--- config.mk ---
export PLATFORM = sky130hd
export DESIGN_NAME = csc_divider
export DESIGN_NICKNAME = d
export VERILOG_FILES = /design/src/hdl/csc_pkg.sv /design/src/hdl/csc_divider.sv
export SDC_FILE = /design/constraint.sdc
export NUM_CORES = 2
export LEC_CHECK = 0
export BUFFER_PORTS_ARGS = -buffer_cell sky130_fd_sc_hd__buf_4
export CAP_MARGIN = 0
export CORE_AREA = 2 2 617 619
export DETAILED_ROUTE_END_ITERATION = 10
export DIE_AREA = 0 0 619 621
export HOLD_SLACK_MARGIN = 0.12
export PLACE_DENSITY = 0.66
export SYNTH_ARGS = -nofsm -noshare
export SYNTH_HDL_FRONTEND = slang
export SYNTH_SLANG_ARGS = --single-unit
export TNS_END_PERCENT = 10
--- constraint.sdc ---
create_clock -name clk_i -period 31.3 [get_ports clk_i]
set_input_delay 1.565 -clock clk_i [delete_from_list [all_inputs] [get_ports clk_i]]
set_output_delay 1.565 -clock clk_i [all_outputs]
set_load 0.005 [all_outputs]
--- src/hdl/csc_pkg.sv ---
// ----------------------------------------------------------------------------
// csc_pkg
// Shared constants, codes and pipeline payload types of the color space
// converter.
// ----------------------------------------------------------------------------
`default_nettype none

package csc_pkg;

  localparam int unsigned FULL  = 4095;          // 1.0 in a 12-bit fraction
  localparam int unsigned SEXT  = 960;           // one sextant, 1/16 degree
  localparam int unsigned TURN  = 5760;          // one full turn
  localparam int unsigned FSEXT = FULL * SEXT;   // HSV blend denominator
  localparam int unsigned DEN2  = 2 * FULL * SEXT;

  localparam int unsigned LANES = 3;
  localparam int unsigned QW    = 13;            // quotient bits
  localparam int unsigned NUMW  = 35;            // raw numerator
  localparam int unsigned DENW  = 23;            // raw denominator
  localparam int unsigned RW    = 36;            // 2*num + den
  localparam int unsigned DW    = 24;            // 2*den

  typedef enum logic [1:0] {
    CMD_HSV2RGB = 2'd0,
    CMD_RGB2HSV = 2'd1,
    CMD_HSL2RGB = 2'd2,
    CMD_RGB2HSL = 2'd3
  } cmd_e;

  typedef enum logic [1:0] {
    SRC_R,
    SRC_G,
    SRC_B
  } max_src_e;

  typedef struct packed {
    cmd_e        cmd;
    logic [2:0]  k;
    logic [9:0]  t;
    logic [11:0] s;
    logic [11:0] c;      // value or lightness
    logic [11:0] ch;     // HSL chroma
    logic [11:0] r;
    logic [11:0] g;
    logic [11:0] b;
    logic [11:0] mx;
    logic [11:0] d;
    logic [12:0] sum;
    logic [11:0] hden;
    max_src_e    src;
  } s1_t;

  typedef struct packed {
    cmd_e        cmd;
    logic [2:0]  k;
    logic [9:0]  t;
    logic [11:0] c;
    logic [21:0] p_sv;
    logic [23:0] lo_v;
    logic [23:0] cs;
    logic [25:0] hue_num;
    logic [23:0] sat_num;
    logic [11:0] mx;
    logic [11:0] d;
    logic [12:0] sum;
    logic [11:0] hden;
  } s2_t;

  typedef struct packed {
    cmd_e        cmd;
    logic [2:0]  k;
    logic [11:0] c;
    logic [23:0] lo_v;
    logic [33:0] mid_v;
    logic [34:0] half;
    logic [34:0] base;
    logic [33:0] ct;
    logic [25:0] hue_num;
    logic [23:0] sat_num;
    logic [11:0] mx;
    logic [11:0] d;
    logic [12:0] sum;
    logic [11:0] hden;
  } s3_t;

  typedef struct packed {
    logic [NUMW-1:0] num;
    logic [DENW-1:0] den;
  } frac_t;

  typedef struct packed {
    logic [LANES-1:0][RW-1:0] rem;
    logic [LANES-1:0][DW-1:0] den;
    logic [LANES-1:0][QW-1:0] q;
  } div_t;

endpackage

`default_nettype wire

--- src/hdl/csc_divider.sv ---
// ----------------------------------------------------------------------------
// csc_divider
// Three-lane pipelined restoring divider, one quotient bit per stage.
// ----------------------------------------------------------------------------
`default_nettype none

module csc_divider (
  input  wire logic           clk_i,
  input  wire logic           rst_ni,
  input  wire logic           valid_i,
  input  csc_pkg::div_t       data_i,
  output logic                ready_o,
  output logic                valid_o,
  output csc_pkg::div_t       data_o,
  input  wire logic           ready_i
);

  localparam int unsigned N = csc_pkg::QW;

  logic [N-1:0]  v_q;
  logic [N:0]    rdy;
  csc_pkg::div_t st_q [N];

  assign rdy[N] = ready_i;

  for (genvar i = 0; i < N; i++) begin : g_stage
    localparam int unsigned B = N - 1 - i;
    csc_pkg::div_t src, nxt;
    logic v_src;
    logic [csc_pkg::RW-1:0] sh;

    assign rdy[i] = !v_q[i] || rdy[i+1];

    if (i == 0) begin : g_first
      assign src   = data_i;
      assign v_src = valid_i;
    end else begin : g_rest
      assign src   = st_q[i-1];
      assign v_src = v_q[i-1];
    end

    always_comb begin
      nxt = src;
      for (int l = 0; l < csc_pkg::LANES; l++) begin
        sh = csc_pkg::RW'(src.den[l]) << B;
        if (src.rem[l] >= sh) begin
          nxt.rem[l]  = src.rem[l] - sh;
          nxt.q[l][B] = 1'b1;
        end
      end
    end

    always_ff @(posedge clk_i or negedge rst_ni) begin
      if (!rst_ni) begin
        v_q[i] <= 1'b0;
      end else if (rdy[i]) begin
        v_q[i] <= v_src;
      end
    end

    always_ff @(posedge clk_i) begin
      if (rdy[i]) st_q[i] <= nxt;
    end
  end

  assign ready_o = rdy[0];
  assign valid_o = v_q[N-1];
  assign data_o  = st_q[N-1];

endmodule

`default_nettype wire

After elaboration in Yosys (flattened, before gate mapping). Memories as Yosys holds them, arrays and structs flattened. Index checks and enable logic that the tools add are counted.

Flip-flop bits (word level): 13. Latch bits: 0. Bits in writable memories: 2847. Memory bits (read-only): 0. Input port bits: 223. Output and inout port bits: 221. Logic and storage cells: 222. Memories: 1.

$add $sub $neg: 39. $mul: 0. Divide/modulo/power cells: 0. Order comparisons: 39. Equality and inequality tests: 0. Shifts and indexed selects: 0. Muxes and demuxes: 104. Bitwise gates (word level): 0. Reduce and logical (&&, ||, !) cells: 26.

Memory list: st_q (depth 13, width 219, rd ports 13, clocked after Yosys merged registers in 0, write ports 13, RTL line csc_divider.sv:22) `csc_pkg::div_t st_q [N];`.

Operators with widths (count): two-way mux 36 bit (39); >= comparator 36 x 24 -> 1 bit (3); >= comparator 36 x 25 -> 1 bit (3); >= comparator 36 x 26 -> 1 bit (3); >= comparator 36 x 27 -> 1 bit (3); >= comparator 36 x 28 -> 1 bit (3); >= comparator 36 x 29 -> 1 bit (3); >= comparator 36 x 30 -> 1 bit (3); >= comparator 36 x 31 -> 1 bit (3); >= comparator 36 x 32 -> 1 bit (3); >= comparator 36 x 33 -> 1 bit (3); >= comparator 36 x 34 -> 1 bit (3); >= comparator 36 x 35 -> 1 bit (3); >= comparator 36 bit (3); subtractor 36 x 24 -> 36 bit (3); subtractor 36 x 25 -> 36 bit (3); subtractor 36 x 26 -> 36 bit (3); subtractor 36 x 27 -> 36 bit (3); subtractor 36 x 28 -> 36 bit (3); subtractor 36 x 29 -> 36 bit (3); subtractor 36 x 30 -> 36 bit (3); subtractor 36 x 31 -> 36 bit (3); subtractor 36 x 32 -> 36 bit (3); subtractor 36 x 33 -> 36 bit (3); other kinds (6) (100).

Longest topological paths before layout.
Depth in word-level cells: 16. Depth in mapped cells: 16. Mapped depth without buffers: 15.

Least setup slack after synthesis. Ideal clock, no wire load.

Kind: input-to-reg. Start point: input ready_i. End point: memory st_q[0][0] (netlist name) (enable). Arrival time: 17494 ps. Data required time: 29575 ps. Setup slack: 12082 ps. Cell stages on the path: 9. Path through: nor2b_1 nand2_1 nor2_1 and2_1 and3_1 and2_1 nand3_1 nor2_1 nand2_1.

RTL lines: from (decl) (RTL line csc_divider.sv:15) `input wire logic ready_i`; to (decl) (RTL line csc_divider.sv:22).

Final worst setup path.
Start point: input ready_i. End point: output ready_o.

Longest elaborated chain between the ends: 13.

Ends and longest elaborated chain: logical OR 1 bit (2 in series) (RTL line csc_divider.sv:32) `assign rdy[i] = !v_q[i] || rdy[i+1];`; named net rdy[11] (RTL line csc_divider.sv:21) `logic [N:0] rdy;`; logical OR 1 bit (9 in series) (RTL line csc_divider.sv:32); named net rdy[2] (RTL line csc_divider.sv:21); logical OR 1 bit (2 in series) (RTL line csc_divider.sv:32); to (decl) (RTL line csc_divider.sv:12) `output logic ready_o,`.

The timed path passes the listed nets, and every way through them passes these cells.

==> flow_metrics.tcl <==
set metrics [dict create \
    status "complete, no violations" \
    rr_endpoint "st_q[0][32]$_DFFE_PP_" \
    grt_pass1_vias 91828 \
    startpoint "ready_i" \
    wl_per_cell_um 18.3 \
    num_rows 226 \
    grt_setup_unrepaired "no" \
    area_growth_pct 13.1 \
    synth_async_sr_flop_share_pct 0.455 \
    seq_area_frac_synth_pct 57.0 \
    cp.required_ps 29740 \
    drv_cap 0 \
    period_share_pct 25.4 \
    grt_usage_pct 17.5 \
    setup_viol 0 \
    fillCellCount 34694 \
    timing.critical_path.to_type "output pin" \
    seq_area_sq_um 85800 \
    path_class "input pin to output pin" \
    start_util_pct 39.8 \
    vias 96575 \
    multi_input_area_sq_um 59200 \
    cts_hold_buffers 0 \
    tritoncts "built" \
    postSynthAreaPerCell_sq_um 11.7 \
    via_per_inst 5.15 \
    cp-endpoint "ready_o" \
    fmax_ghz 0.126 \
    critPathLaunchType "input pin" \
    final_cell_mix "edfxtp_1 (2847), inv_1 (1201), a21oi_1 (1108)" \
    dp_hpwl_mm 265 \
    p_leak_nw 68.3 \
    cts.clk_slew.worst_paths_ps 60 \
    clk_latency_ps 940 \
    cts_setup_buffers 0 \
    io_buffers 443 \
    ctsRootBufferMaster "clkbuf_16" \
    synth_nets 14107 \
    place_inst 18175 \
    r2r_cells 12 \
    timing.rr.start "valid_o$_DFFE_PN0P_" \
    relSlewSlack_pct 17.4 \
    fin_cells 18751 \
    drive_gt1_share_pct 9.76 \
    period_needed_ps 7950 \
    synthCells 12909 \
    layout.nets 14674 \
    max-clock-path-buffers 4 \
    total_power_w 0.0181 \
    fin_setup_tns_ps 0 \
    grt_pass1_wl_mm 533 \
    worstPathCellList "buf_4 -> nor2b_1 -> nand2_4 -> nor2_1 -> and2_1 -> and3_1 -> and2_1 -> nand3_4 -> nor2_1 -> nand2_4 -> buf_4" \
    die_area_sq_um 384000 \
    final_common_cell "edfxtp_1" \
    critPathMaxStageDelay_ps 700 \
    slowest_stage "nor2_1" \
    crit_fanout 46 \
    ios 444 \
    fin_util_pct 45.1 \
    drtIter0Drc 6799 \
    yosys_warnings 0 \
    htree_levels 5 \
    fin_skew_ps 78.3 \
    synth-edff-count 2847 \
    firstDrtPassIters 6 \
    core_sq_um 378000 \
    die_w_um 619 \
    cts_buffers 315 \
    gp_congestion 0.933 \
    drc 0 \
    r2r_setup_slack_ps 24680 \
    hp-class "flop to flop" \
    cp.arrival_ps 6390 \
    ant_nets 0 \
    finalWorstSetupSlack_ps 23350 \
    wl_mm 343 \
    ir_drop_mv 0.0544 \
    antenna_found_initial 19 \
    die-height_um 621 \
    cts.repair.resized 0 \
    netlist_area_sq_um 150000 \
    worstMarginPinSlew_ps 1230 \
    hold_violations 0 \
    place_ws_ps 23180 \
    grt_max_degree 153 \
    p_per_area_nw_per_um2 107 \
    ys.flop_type "edfxtp_1" \
    overflow 0 \
    synth_seq_cells 2860 \
    cts_num_sinks 2860 \
    synth_cell_types 110 \
    finalMaxSlewViolations 0 \
]
==> sequential cells by signal, summed over array words and instances, names as in the netlist <==
signal	count
valid_o	1
st_q	2847
g_stage.v_src	12
==> critical path, delay by kind of cell <==
kind	cells	cell delay, ps
AND/OR/NAND/NOR	9	4400
buffers and inverters	2	360
==> cell type report <==
type                       instances  share of cell area (%)
tap                             5016                    3.69
antenna                            2                 0.00294
clock buffer                     373                    4.86
multi-input combinational       8582                    34.8
timing repair buffer             510                    2.27
clock inverter                   201                    1.31
inverter                        1207                    2.69
sequential                      2860                    50.4
==> through the flow <==
step           cell area, sq um  hold slack (ps)
2_1_floorplan            150000              400
3_3_place_gp             160000              401
3_5_place_dp             160000              405
4_1_cts                  170000              388
5_1_grt                  170000              394
6_report                 170000              381
==> cells in the mapped netlist, types with 56 or more instances <==
| cell | n | area share (%) |
|---|---|---|
| o21ai_0 | 780 | 2.6 |
| nand2_1 | 879 | 2.2 |
| nand2b_1 | 195 | 0.81 |
| a31oi_1 | 75 | 0.31 |
| and3_1 | 85 | 0.35 |
| o21a_1 | 101 | 0.50 |
| nor2b_1 | 167 | 0.69 |
| mux2_2 | 189 | 1.4 |
| xnor2_1 | 534 | 3.1 |
| nor4_1 | 107 | 0.44 |
| ha_1 | 936 | 7.8 |
| or2_2 | 56 | 0.23 |
| nand3_1 | 192 | 0.64 |
| nand4_1 | 140 | 0.58 |
| a21oi_1 | 1109 | 3.7 |
| o31ai_1 | 70 | 0.35 |
| o21bai_1 | 132 | 0.66 |
| xor2_1 | 462 | 2.7 |
| inv_1 | 1207 | 3.0 |
| a21o_1 | 448 | 2.2 |
| or3_1 | 83 | 0.35 |
| nor3_1 | 190 | 0.63 |
| nor2_1 | 856 | 2.1 |
| clkbuf_1 | 189 | 0.47 |
| edfxtp_1 | 2847 | 57 |
==> layer usage <==
metal	vias to the layer above	part of all wire [%]	track usage [%]
met5	-	0	0
met4	0	3.7	6.11
met3	531	4.5	1.78
met2	2446	42	25.9
met1	45080	50	26.6
li1	48518	-	-
==> how the worst min path moves through the flow <==
| stage | slack [ps] | startpoint | endpoint | cells after the start |
|---|---|---|---|---|
| after floorplan | 400 | st_q[0][876]$_DFFE_PP_ | st_q[0][1095]$_DFFE_PP_ | 0 |
| after global placement | 400 | st_q[0][688]$_DFFE_PP_ | st_q[0][907]$_DFFE_PP_ | 0 |
| after detailed placement | 400 | st_q[0][912]$_DFFE_PP_ | st_q[0][1131]$_DFFE_PP_ | 0 |
| after CTS | 390 | st_q[0][247]$_DFFE_PP_ | st_q[0][466]$_DFFE_PP_ | 0 |
| after global routing | 390 | st_q[0][439]$_DFFE_PP_ | st_q[0][658]$_DFFE_PP_ | 0 |
| final | 380 | st_q[0][247]$_DFFE_PP_ | st_q[0][466]$_DFFE_PP_ | 0 |
==> cells by family after synthesis <==
| group | synth area share, % |
|---|---|
| muxes | 1.54 |
| AOI/OAI and AO/OA | 13.3 |
| buffers and inverters | 3.74 |
| adders and majority gates | 8.30 |
| xor gates and xnor gates | 5.80 |
| and+or+nand+nor | 10.3 |
| DFF | 57.0 |
==> report_power, final <==
group	internal (W)	switching (W)	total [W]	leakage [nW]
Clock	0.00220	0.00154	0.00374	5.05
Combinational	0.00327	0.00425	0.00752	34.1
Sequential	0.00599	0.000885	0.00688	29.1
(Power assumes the default switching activity.)
