File: src/hdl/csc_pkg.sv
// ----------------------------------------------------------------------------
// csc_pkg
// Shared constants, codes and pipeline payload types of the color space
// converter.
// ----------------------------------------------------------------------------
`default_nettype none

package csc_pkg;

  localparam int unsigned FULL  = 4095;          // 1.0 in a 12-bit fraction
  localparam int unsigned SEXT  = 960;           // one sextant, 1/16 degree
  localparam int unsigned TURN  = 5760;          // one full turn
  localparam int unsigned FSEXT = FULL * SEXT;   // HSV blend denominator
  localparam int unsigned DEN2  = 2 * FULL * SEXT;

  localparam int unsigned LANES = 3;
  localparam int unsigned QW    = 13;            // quotient bits
  localparam int unsigned NUMW  = 35;            // raw numerator
  localparam int unsigned DENW  = 23;            // raw denominator
  localparam int unsigned RW    = 36;            // 2*num + den
  localparam int unsigned DW    = 24;            // 2*den

  typedef enum logic [1:0] {
    CMD_HSV2RGB = 2'd0,
    CMD_RGB2HSV = 2'd1,
    CMD_HSL2RGB = 2'd2,
    CMD_RGB2HSL = 2'd3
  } cmd_e;

  typedef enum logic [1:0] {
    SRC_R,
    SRC_G,
    SRC_B
  } max_src_e;

  typedef struct packed {
    cmd_e        cmd;
    logic [2:0]  k;
    logic [9:0]  t;
    logic [11:0] s;
    logic [11:0] c;      // value or lightness
    logic [11:0] ch;     // HSL chroma
    logic [11:0] r;
    logic [11:0] g;
    logic [11:0] b;
    logic [11:0] mx;
    logic [11:0] d;
    logic [12:0] sum;
    logic [11:0] hden;
    max_src_e    src;
  } s1_t;

  typedef struct packed {
    cmd_e        cmd;
    logic [2:0]  k;
    logic [9:0]  t;
    logic [11:0] c;
    logic [21:0] p_sv;
    logic [23:0] lo_v;
    logic [23:0] cs;
    logic [25:0] hue_num;
    logic [23:0] sat_num;
    logic [11:0] mx;
    logic [11:0] d;
    logic [12:0] sum;
    logic [11:0] hden;
  } s2_t;

  typedef struct packed {
    cmd_e        cmd;
    logic [2:0]  k;
    logic [11:0] c;
    logic [23:0] lo_v;
    logic [33:0] mid_v;
    logic [34:0] half;
    logic [34:0] base;
    logic [33:0] ct;
    logic [25:0] hue_num;
    logic [23:0] sat_num;
    logic [11:0] mx;
    logic [11:0] d;
    logic [12:0] sum;
    logic [11:0] hden;
  } s3_t;

  typedef struct packed {
    logic [NUMW-1:0] num;
    logic [DENW-1:0] den;
  } frac_t;

  typedef struct packed {
    logic [LANES-1:0][RW-1:0] rem;
    logic [LANES-1:0][DW-1:0] den;
    logic [LANES-1:0][QW-1:0] q;
  } div_t;

endpackage

`default_nettype wire

File: src/hdl/csc_front.sv
// ----------------------------------------------------------------------------
// csc_front
// Five-stage front end: decode, two multiply stages, lane setup and
// rounding-divider operand forming.
// ----------------------------------------------------------------------------
`default_nettype none

module csc_front (
  input  wire logic         clk_i,
  input  wire logic         rst_ni,
  input  wire logic         valid_i,
  input  wire logic [1:0]   command_i,
  input  wire logic [12:0]  first_i,
  input  wire logic [11:0]  second_i,
  input  wire logic [11:0]  third_i,
  output logic              ready_o,
  output logic              valid_o,
  output csc_pkg::div_t     data_o,
  input  wire logic         ready_i
);

  logic [4:0] v_q;
  logic [5:0] rdy;

  always_comb begin
    rdy[5] = ready_i;
    for (int i = 4; i >= 0; i--) begin
      rdy[i] = !v_q[i] || rdy[i+1];
    end
  end
  assign ready_o = rdy[0];

  always_ff @(posedge clk_i or negedge rst_ni) begin
    if (!rst_ni) begin
      v_q <= '0;
    end else begin
      if (rdy[0]) v_q[0] <= valid_i;
      for (int i = 1; i < 5; i++) begin
        if (rdy[i]) begin
          v_q[i] <= v_q[i-1];
        end
      end
    end
  end

  // ---------------- stage 1: decode ----------------
  csc_pkg::s1_t s1_d, s1_q;
  logic [12:0] h, kbase, twol, ab;
  logic [11:0] mn, l_in;
  logic [2:0]  k;
  logic [9:0]  f;

  always_comb begin
    h = (first_i >= 13'(csc_pkg::TURN)) ? first_i - 13'(csc_pkg::TURN) : first_i;
    if (h < 13'(csc_pkg::SEXT))          k = 3'd0;
    else if (h < 13'(2 * csc_pkg::SEXT)) k = 3'd1;
    else if (h < 13'(3 * csc_pkg::SEXT)) k = 3'd2;
    else if (h < 13'(4 * csc_pkg::SEXT)) k = 3'd3;
    else if (h < 13'(5 * csc_pkg::SEXT)) k = 3'd4;
    else                                 k = 3'd5;
    kbase = 13'(k) * 13'(csc_pkg::SEXT);
    f = 10'(h - kbase);

    s1_d.cmd = csc_pkg::cmd_e'(command_i);
    s1_d.k   = k;
    s1_d.t   = k[0] ? 10'(csc_pkg::SEXT) - f : f;
    s1_d.s   = second_i;
    s1_d.c   = third_i;
    l_in     = third_i;
    twol     = {l_in, 1'b0};
    ab = (twol >= 13'(csc_pkg::FULL)) ? twol - 13'(csc_pkg::FULL)
                                      : 13'(csc_pkg::FULL) - twol;
    s1_d.ch  = 12'(13'(csc_pkg::FULL) - ab);

    s1_d.r = (first_i > 13'(csc_pkg::FULL)) ? 12'(csc_pkg::FULL) : first_i[11:0];
    s1_d.g = second_i;
    s1_d.b = third_i;
    s1_d.mx = s1_d.r;
    if (s1_d.g > s1_d.mx) s1_d.mx = s1_d.g;
    if (s1_d.b > s1_d.mx) s1_d.mx = s1_d.b;
    mn = s1_d.r;
    if (s1_d.g < mn) mn = s1_d.g;
    if (s1_d.b < mn) mn = s1_d.b;
    s1_d.d   = s1_d.mx - mn;
    s1_d.sum = 13'(s1_d.mx) + 13'(mn);
    s1_d.hden = (s1_d.sum >= 13'(csc_pkg::FULL))
              ? 12'(13'(2 * csc_pkg::FULL) - s1_d.sum) : s1_d.sum[11:0];
    // ties go to red, then green
    if (s1_d.mx == s1_d.r)      s1_d.src = csc_pkg::SRC_R;
    else if (s1_d.mx == s1_d.g) s1_d.src = csc_pkg::SRC_G;
    else                        s1_d.src = csc_pkg::SRC_B;
  end

  always_ff @(posedge clk_i) begin
    if (rdy[0]) s1_q <= s1_d;
  end

  // ---------------- stage 2: first products ----------------
  csc_pkg::s2_t s2_d, s2_q;

  always_comb begin
    s2_d.cmd  = s1_q.cmd;
    s2_d.k    = s1_q.k;
    s2_d.t    = s1_q.t;
    s2_d.c    = s1_q.c;
    s2_d.p_sv = 22'(s1_q.s) * 22'(10'(csc_pkg::SEXT) - s1_q.t);
    s2_d.lo_v = 24'(s1_q.c) * 24'(12'(csc_pkg::FULL) - s1_q.s);
    s2_d.cs   = 24'(s1_q.ch) * 24'(s1_q.s);
    case (s1_q.src)
      csc_pkg::SRC_R: begin
        if (s1_q.g >= s1_q.b) begin
          s2_d.hue_num = 26'(csc_pkg::SEXT) * 26'(s1_q.g - s1_q.b);
        end else begin
          s2_d.hue_num = 26'(csc_pkg::TURN) * 26'(s1_q.d)
                       - 26'(csc_pkg::SEXT) * 26'(s1_q.b - s1_q.g);
        end
      end
      csc_pkg::SRC_G: begin
        s2_d.hue_num = 26'(2 * csc_pkg::SEXT) * 26'(s1_q.d)
                     + 26'(csc_pkg::SEXT) * 26'(s1_q.b)
                     - 26'(csc_pkg::SEXT) * 26'(s1_q.r);
      end
      default: begin
        s2_d.hue_num = 26'(4 * csc_pkg::SEXT) * 26'(s1_q.d)
                     + 26'(csc_pkg::SEXT) * 26'(s1_q.r)
                     - 26'(csc_pkg::SEXT) * 26'(s1_q.g);
      end
    endcase
    s2_d.sat_num = 24'(s1_q.d) * 24'(csc_pkg::FULL);
    s2_d.mx   = s1_q.mx;
    s2_d.d    = s1_q.d;
    s2_d.sum  = s1_q.sum;
    s2_d.hden = s1_q.hden;
  end

  always_ff @(posedge clk_i) begin
    if (rdy[1]) s2_q <= s2_d;
  end

  // ---------------- stage 3: second products ----------------
  csc_pkg::s3_t s3_d, s3_q;

  always_comb begin
    s3_d.cmd     = s2_q.cmd;
    s3_d.k       = s2_q.k;
    s3_d.c       = s2_q.c;
    s3_d.lo_v    = s2_q.lo_v;
    s3_d.mid_v   = 34'(s2_q.c) * 34'(22'(csc_pkg::FSEXT) - s2_q.p_sv);
    s3_d.half    = 35'(s2_q.cs) * 35'(csc_pkg::SEXT);
    s3_d.base    = 35'(s2_q.c) * 35'(csc_pkg::DEN2);
    s3_d.ct      = 34'(s2_q.cs) * 34'(s2_q.t);
    s3_d.hue_num = s2_q.hue_num;
    s3_d.sat_num = s2_q.sat_num;
    s3_d.mx      = s2_q.mx;
    s3_d.d       = s2_q.d;
    s3_d.sum     = s2_q.sum;
    s3_d.hden    = s2_q.hden;
  end

  always_ff @(posedge clk_i) begin
    if (rdy[2]) s3_q <= s3_d;
  end

  // ---------------- stage 4: lane setup ----------------
  csc_pkg::frac_t [csc_pkg::LANES-1:0] ln_d, ln_q;
  csc_pkg::frac_t hi, mid, lo, zero_f;
  logic [34:0] lo_d;

  always_comb begin
    zero_f = '{num: '0, den: 23'd1};
    lo_d   = s3_q.base - s3_q.half;
    if (s3_q.cmd == csc_pkg::CMD_HSV2RGB) begin
      hi  = '{num: 35'(s3_q.c),     den: 23'd1};
      mid = '{num: 35'(s3_q.mid_v), den: 23'(csc_pkg::FSEXT)};
      lo  = '{num: 35'(s3_q.lo_v),  den: 23'(csc_pkg::FULL)};
    end else begin
      hi  = '{num: s3_q.base + s3_q.half,       den: 23'(csc_pkg::DEN2)};
      mid = '{num: lo_d + {s3_q.ct, 1'b0},      den: 23'(csc_pkg::DEN2)};
      lo  = '{num: lo_d,                        den: 23'(csc_pkg::DEN2)};
    end

    case (s3_q.cmd)
      csc_pkg::CMD_HSV2RGB, csc_pkg::CMD_HSL2RGB: begin
        case (s3_q.k)
          3'd0: begin ln_d[0] = hi;  ln_d[1] = mid; ln_d[2] = lo;  end
          3'd1: begin ln_d[0] = mid; ln_d[1] = hi;  ln_d[2] = lo;  end
          3'd2: begin ln_d[0] = lo;  ln_d[1] = hi;  ln_d[2] = mid; end
          3'd3: begin ln_d[0] = lo;  ln_d[1] = mid; ln_d[2] = hi;  end
          3'd4: begin ln_d[0] = mid; ln_d[1] = lo;  ln_d[2] = hi;  end
          default: begin ln_d[0] = hi; ln_d[1] = lo; ln_d[2] = mid; end
        endcase
      end
      default: begin
        ln_d[0] = (s3_q.d != '0) ? '{num: 35'(s3_q.hue_num), den: 23'(s3_q.d)} : zero_f;
        if (s3_q.cmd == csc_pkg::CMD_RGB2HSV) begin
          ln_d[1] = (s3_q.mx != '0)
                  ? '{num: 35'(s3_q.sat_num), den: 23'(s3_q.mx)} : zero_f;
          ln_d[2] = '{num: 35'(s3_q.mx), den: 23'd1};
        end else begin
          ln_d[1] = (s3_q.d != '0 && s3_q.hden != '0)
                  ? '{num: 35'(s3_q.sat_num), den: 23'(s3_q.hden)} : zero_f;
          // (sum + 1) / 2 as a rounded halving
          ln_d[2] = '{num: 35'(s3_q.sum), den: 23'd2};
        end
      end
    endcase
  end

  always_ff @(posedge clk_i) begin
    if (rdy[3]) ln_q <= ln_d;
  end

  // ---------------- stage 5: round-to-nearest operands ----------------
  csc_pkg::div_t dv_d, dv_q;

  always_comb begin
    for (int l = 0; l < csc_pkg::LANES; l++) begin
      dv_d.rem[l] = {ln_q[l].num, 1'b0} + csc_pkg::RW'(ln_q[l].den);
      dv_d.den[l] = {ln_q[l].den, 1'b0};
      dv_d.q[l]   = '0;
    end
  end

  always_ff @(posedge clk_i) begin
    if (rdy[4]) dv_q <= dv_d;
  end

  assign valid_o = v_q[4];
  assign data_o  = dv_q;

endmodule

`default_nettype wire

File: config.mk
export PLATFORM = sky130hd
export DESIGN_NAME = csc_front
export DESIGN_NICKNAME = d
export VERILOG_FILES = /design/src/hdl/csc_pkg.sv /design/src/hdl/csc_front.sv
export SDC_FILE = /design/constraint.sdc
export NUM_CORES = 2
export LEC_CHECK = 0
export BUFFER_PORTS_ARGS = -buffer_cell sky130_fd_sc_hd__buf_2
export CORE_AREA = 2 2 715 432
export CTS_CLUSTER_DIAMETER = 120
export DETAILED_ROUTE_END_ITERATION = 10
export DIE_AREA = 0 0 717 434
export GPL_TIMING_DRIVEN = 1
export PLACE_DENSITY = 0.52
export SYNTH_ARGS = -nofsm -noshare
export SYNTH_HDL_FRONTEND = slang
export SYNTH_SLANG_ARGS = --single-unit
File: constraint.sdc
create_clock -name clk_i -period 19.7 [get_ports clk_i]
set_input_delay 2.955 -clock clk_i [delete_from_list [all_inputs] [get_ports clk_i]]
set_output_delay 2.955 -clock clk_i [all_outputs]
set_load 0.01 [all_outputs]
---- Word-level counts from Yosys, hierarchy flattened ----
Index checks and enable logic that the tools add are counted.
word-level totals
  bits of input ports ..................... 43
  bits in registers ....................... 930
cells by class
  reduce and logical (&&, ||, !) cells .... 18
  eq/ne operators ......................... 9
  mux-type cells .......................... 26
  $lt $le $gt $ge ......................... 14
  multiply operators ...................... 17
  add/sub/neg operators ................... 25
operators by type and width
  cell                    number
  $pmux 174 s5            1
  $mux 174                1
  $mux 58                 3
  $add 36x23->36          3
  $mux 47                 2
  $mux 94                 1
  $mux 12                 7
  $mul 4x12->16 const A   5
  $mul 4x26->20 const A   2
  $pmux 26 s2             1
  $mux 49                 1
  $reduce_bool 12->1      3
  $sub 12x12->12 const A  3
  $add 35x34->35          1
  $add 35x35->35          1
  $sub 35x34->35          1
  $mul 13x23->34          1
  $mul 24x10->34          1
  $mul 12x16->28 const B  1
  $mul 24x4->28 const B   1
  $ge 13x12->1 const B    2
  $lt 13x12->1 const B    2
  $mux 26                 1
  $sub 12x12->13          2
  other kinds (45)        62

---- Logic depth before layout (Yosys ltp) ----
  word-level depth ........................ 12
  mapped depth ............................ 37
  depth with buffers taken out ............ 34

---- Least setup slack after synthesis ----
OpenSTA, ideal clock, no wires.
  kind .................................... input to output
  start ................................... input port ready_i
  end ..................................... output port ready_o
  data required time ...................... 16,745 ps
  arrival time ............................ 11,166 ps
  setup slack ............................. 5,579 ps
  stages .................................. 4
  buffers on the path ..................... 0
  path through ............................ nor2b_1 nand4_1 inv_1 nand2_1
on the way
  longest elaborated chain between the ends .. 5
RTL lines
  item                           line             source
  from (decl)                    csc_front.sv:19  input wire logic ready_i
  $logic_or 1x1->1 (4 in a row)  csc_front.sv:28  rdy[i] = !v_q[i] || rdy[i+1];
  net rdy[1]                     csc_front.sv:23  logic [5:0] rdy;
  $logic_or 1x1->1               csc_front.sv:28
  to (decl)                      csc_front.sv:16  output logic ready_o,
The timed path passes the listed nets, and every way through them passes these cells.

==> results summary <==
The flow ran to the end, and the final reports show no timing, DRC or antenna violations. The total setup violations reported at the end of the flow came out at 0. The per-cell routed wire length came out at 23.2 µm. The number of top-level pins is 264. Clock latency on the worst-skew pair, taken at its later pin, is 0.73 ns. The number of routed nets with antenna violations came out at 0. The last weighted congestion value of the routability-driven placer came out at 0.950.

The root buffer cell is clkbuf_16. The count of flip-flops with a built-in enable after synthesis came out at 830. For this run, the post-layout net count is 11.1k.

The number of port buffers is 221. Entering global routing, the biggest net connects 157 pins. Before antenna repair, the detailed router went through 6 iterations. The number of buffers on the longest clock path came out at 3. The data required time at the worst endpoint came out at 20.16 ns. For this configuration, the core starts out at a cell density of 30.0%. Setup repair after global routing left no endpoint under its margin. The worst setup path is of the in -> reg kind.

Between clock sinks in the finished design, the worst skew comes to 0.0291 ns. The total buffers and inverters traversed by the critical path is 5. The met2 track utilization from global routing came out at 24.2%. The first-pass GRT wire length came out at 451000 µm. Among all stages on the critical path, the largest delay is contributed by a2111oi_2.

The total number of clock tree sinks came out at 835. The cell row count came out at 157. The max-slew violation count came to 0.

Dividing the detail-routed via count by the number of cells gives 5.06. Counting the fill cells in the layout gives 30.8k. The sequential cell area is 25000 µm². The clock transition time at the flip-flop clock pins of the worst setup and hold paths came out at 0.06 ns. Once the clock tree was built, the setup fixing pass inserted 0 buffers. The core outline area came out at 304000 µm². The cell family contributing the most delay on the critical path is compound AO/OA/AOI/OAI gates. The proportion of netlist area held by the largest area contributor came out at 27.3%. At the worst endpoint, the arrival time is 11.82 ns. The number of cells produced by synthesis came out at 8994. The final sum of negative setup slack is 0 ns.

The total of flip-flops plus latches after synthesis came out at 835. The cell that appears most often on the critical path is ha_1. The maximum fanout encountered on the critical timing path is 34.

The relative slew slack came out at 6.41%. The fraction of met3 tracks used by global routing came out at 6.60%. The total of warnings raised by yosys came out at 0.

The share of layout cells above drive strength 1 is 6.53%. Counting flops with an async set or reset pin after synthesis yields a share of 0.599%. The tightest min-delay check is of the reg -> reg type.

The number of maximum-capacitance constraint violations came out at 0. edfxtp_1 takes more of the synthesized area than any other cell. The maximum level of the CTS H-tree came out at 3. After layout, the minimum clock period comes to 11.36 ns. Among all flip-flop cells after synthesis, the most frequent one is edfxtp_1. The mapped netlist covers 91200 µm². The total CTS buffers came out at 86. Ranked by total cell area, the synthesized netlist is headed by edfxtp_1, fa_1, ha_1, inv_1, xnor2_1. The worst setup path is captured at a register. After legalization and detailed placement, the total HPWL measured 255000 µm.

The number of global-route vias before repair was 65.4k. The number of hold buffers added after CTS came out at 0. The stage delay of the slowest cell on the critical path is 0.69 ns. The count of different cell masters after synthesis is 91.

Global routing used 19.6% of the available tracks across all layers. After layout, the worst path uses 57.7% of the clock period. The global-route congestion overflow total came out at 0. The average cell area after synthesis is 10.1 µm². The sum of routed wire length over all layers is 308000 µm.

The floorplan step set the die width to 717 µm. The overall via count from detail_route is 67.1k. The count of instances resized after the clock tree is built is 0. The growth of design area from synthesis to finish came out at 9.70%. The global-route met1 utilization came out at 32.0%.

The slew at the pin with the worst max-slew slack is 1.40 ns. The violation count after the first detailed-routing iteration is 6924. The timing-limited maximum frequency came out at 88.0 MHz. The worst setup path is launched from a primary input. TritonCTS built the clock tree. The number of antenna violations at the first check in global routing is 38. The multi-input gate area in the final layout came out at 59600 µm². The number of hold-slack violations in the final timing report came out at 0.

The sequential-to-total area share from yosys stat came out at 27.5%. The most congested layer reported by global routing is met1. The die area is 311000 µm².

The post-route DRC violation count came out at 0. The floorplan step set the die height to 434 µm.
## layout by cell type (no fill, tap or decap), types with 139 or more instances in the layout
master / Yosys / final
inv_1: 1344 / 1343
fa_1: 1047 / 1047
ha_1: 931 / 931
edfxtp_1: 830 / 830
nand2_1: 818 / 816
nor2_1: 497 / 496
a21oi_1: 416 / 413
xnor2_1: 400 / 399
and2_1: 361 / 361
o21ai_0: 309 / 309
buf_2: 5 / 221
xor2_1: 179 / 178
a21o_1: 153 / 153
buf_4: 77 / 139
## layer usage
metal,vias to the layer above,wire [µm]
met2,2769,109000
met1,33735,159000
met5,-,200
met4,34,4660
li1,30220,-
met3,300,35000
## per-stage QoR
stage	setup WS [ns]	util (%)	instance area, µm²	hold WS, ns	std cells
global placement	7.78	31.9	97000	0.403	13083
global route	7.82	32.9	100000	0.423	13240
finish	8.34	32.9	100000	0.414	13252
CTS	8.45	32.9	100000	0.416	13238
floorplan	5.58	-	91300	0.400	9035
detailed placement	7.64	31.9	97000	0.405	13083
## synth_stat cells, types with 34 or more instances
cell type / number
xnor2_1: 400
nand4_1: 36
a21oi_1: 416
mux2i_1: 75
nand2b_1: 70
nand3_1: 113
nor2b_1: 63
and2_1: 361
a22oi_1: 34
nand2_1: 818
clkbuf_1: 269
nor3_1: 109
inv_1: 1344
fa_1: 1047
nor2_1: 497
o21ai_0: 309
a21boi_0: 35
edfxtp_1: 830
o21a_1: 67
o22ai_1: 35
xor2_1: 179
a31oi_1: 44
and3_1: 54
a21o_1: 153
a211oi_1: 50
ha_1: 931
o21bai_1: 55
or3_1: 49
o211ai_1: 39
buf_4: 77
## registers in the layout (all words and copies together) (netlist names)
signal,count
s3_q,249
s2_q,186
data_o,142
s1_q,111
ln_q,105
dv_d,37
v_q,5
## area by class of cell
cell class,instances,area share (%)
clock inverter,55,0.722
timing repair buffer,362,2.19
inverter,1348,5.07
tap,4054,5.07
multi-input combinational,6484,59.6
antenna,14,0.0350
sequential,835,25.1
clock buffer,100,2.28
## logic make-up after synthesis
family	Yosys count	synth area share, %
simple gates	2261	11.7
xor+xnor	580	5.58
buf+inv	1716	7.40
compound gates	1524	11.0
mux	99	1.12
fa+ha+maj	1978	35.8
flops	835	27.5
other cells	1	0.00411
## worst register-to-register path, delay by kind of cell (launching register included)
family	cells	cell delay [ns]
AND/OR/NAND/NOR	6	1.45
buffers and inverters	5	0.78
adder cells (fa/ha/maj)	7	3.17
XOR/XNOR	2	0.53
AO/OA/AOI/OAI	6	2.03
flip-flops	1	0.64
## final timing paths
check	from	endpoint	slack, ns	depth (start not counted)
hold reg to reg	s1_q[5]	s2_q[3]	0.41	0
setup reg to reg	s2_q[147]	s3_q[236]	10.88	26
max in group asynchronous	rst_ni	v_q[2]	17.51	1
setup / recovery	first_i[8]	s1_q[5]	8.34	35
min in group asynchronous	rst_ni	v_q[1]	2.04	1
hold / removal	s1_q[5]	s2_q[3]	0.41	0
Power is left out: the tool's default activity adds up to more than one toggle a clock period on the data nets, which glitch-free logic cannot reach.
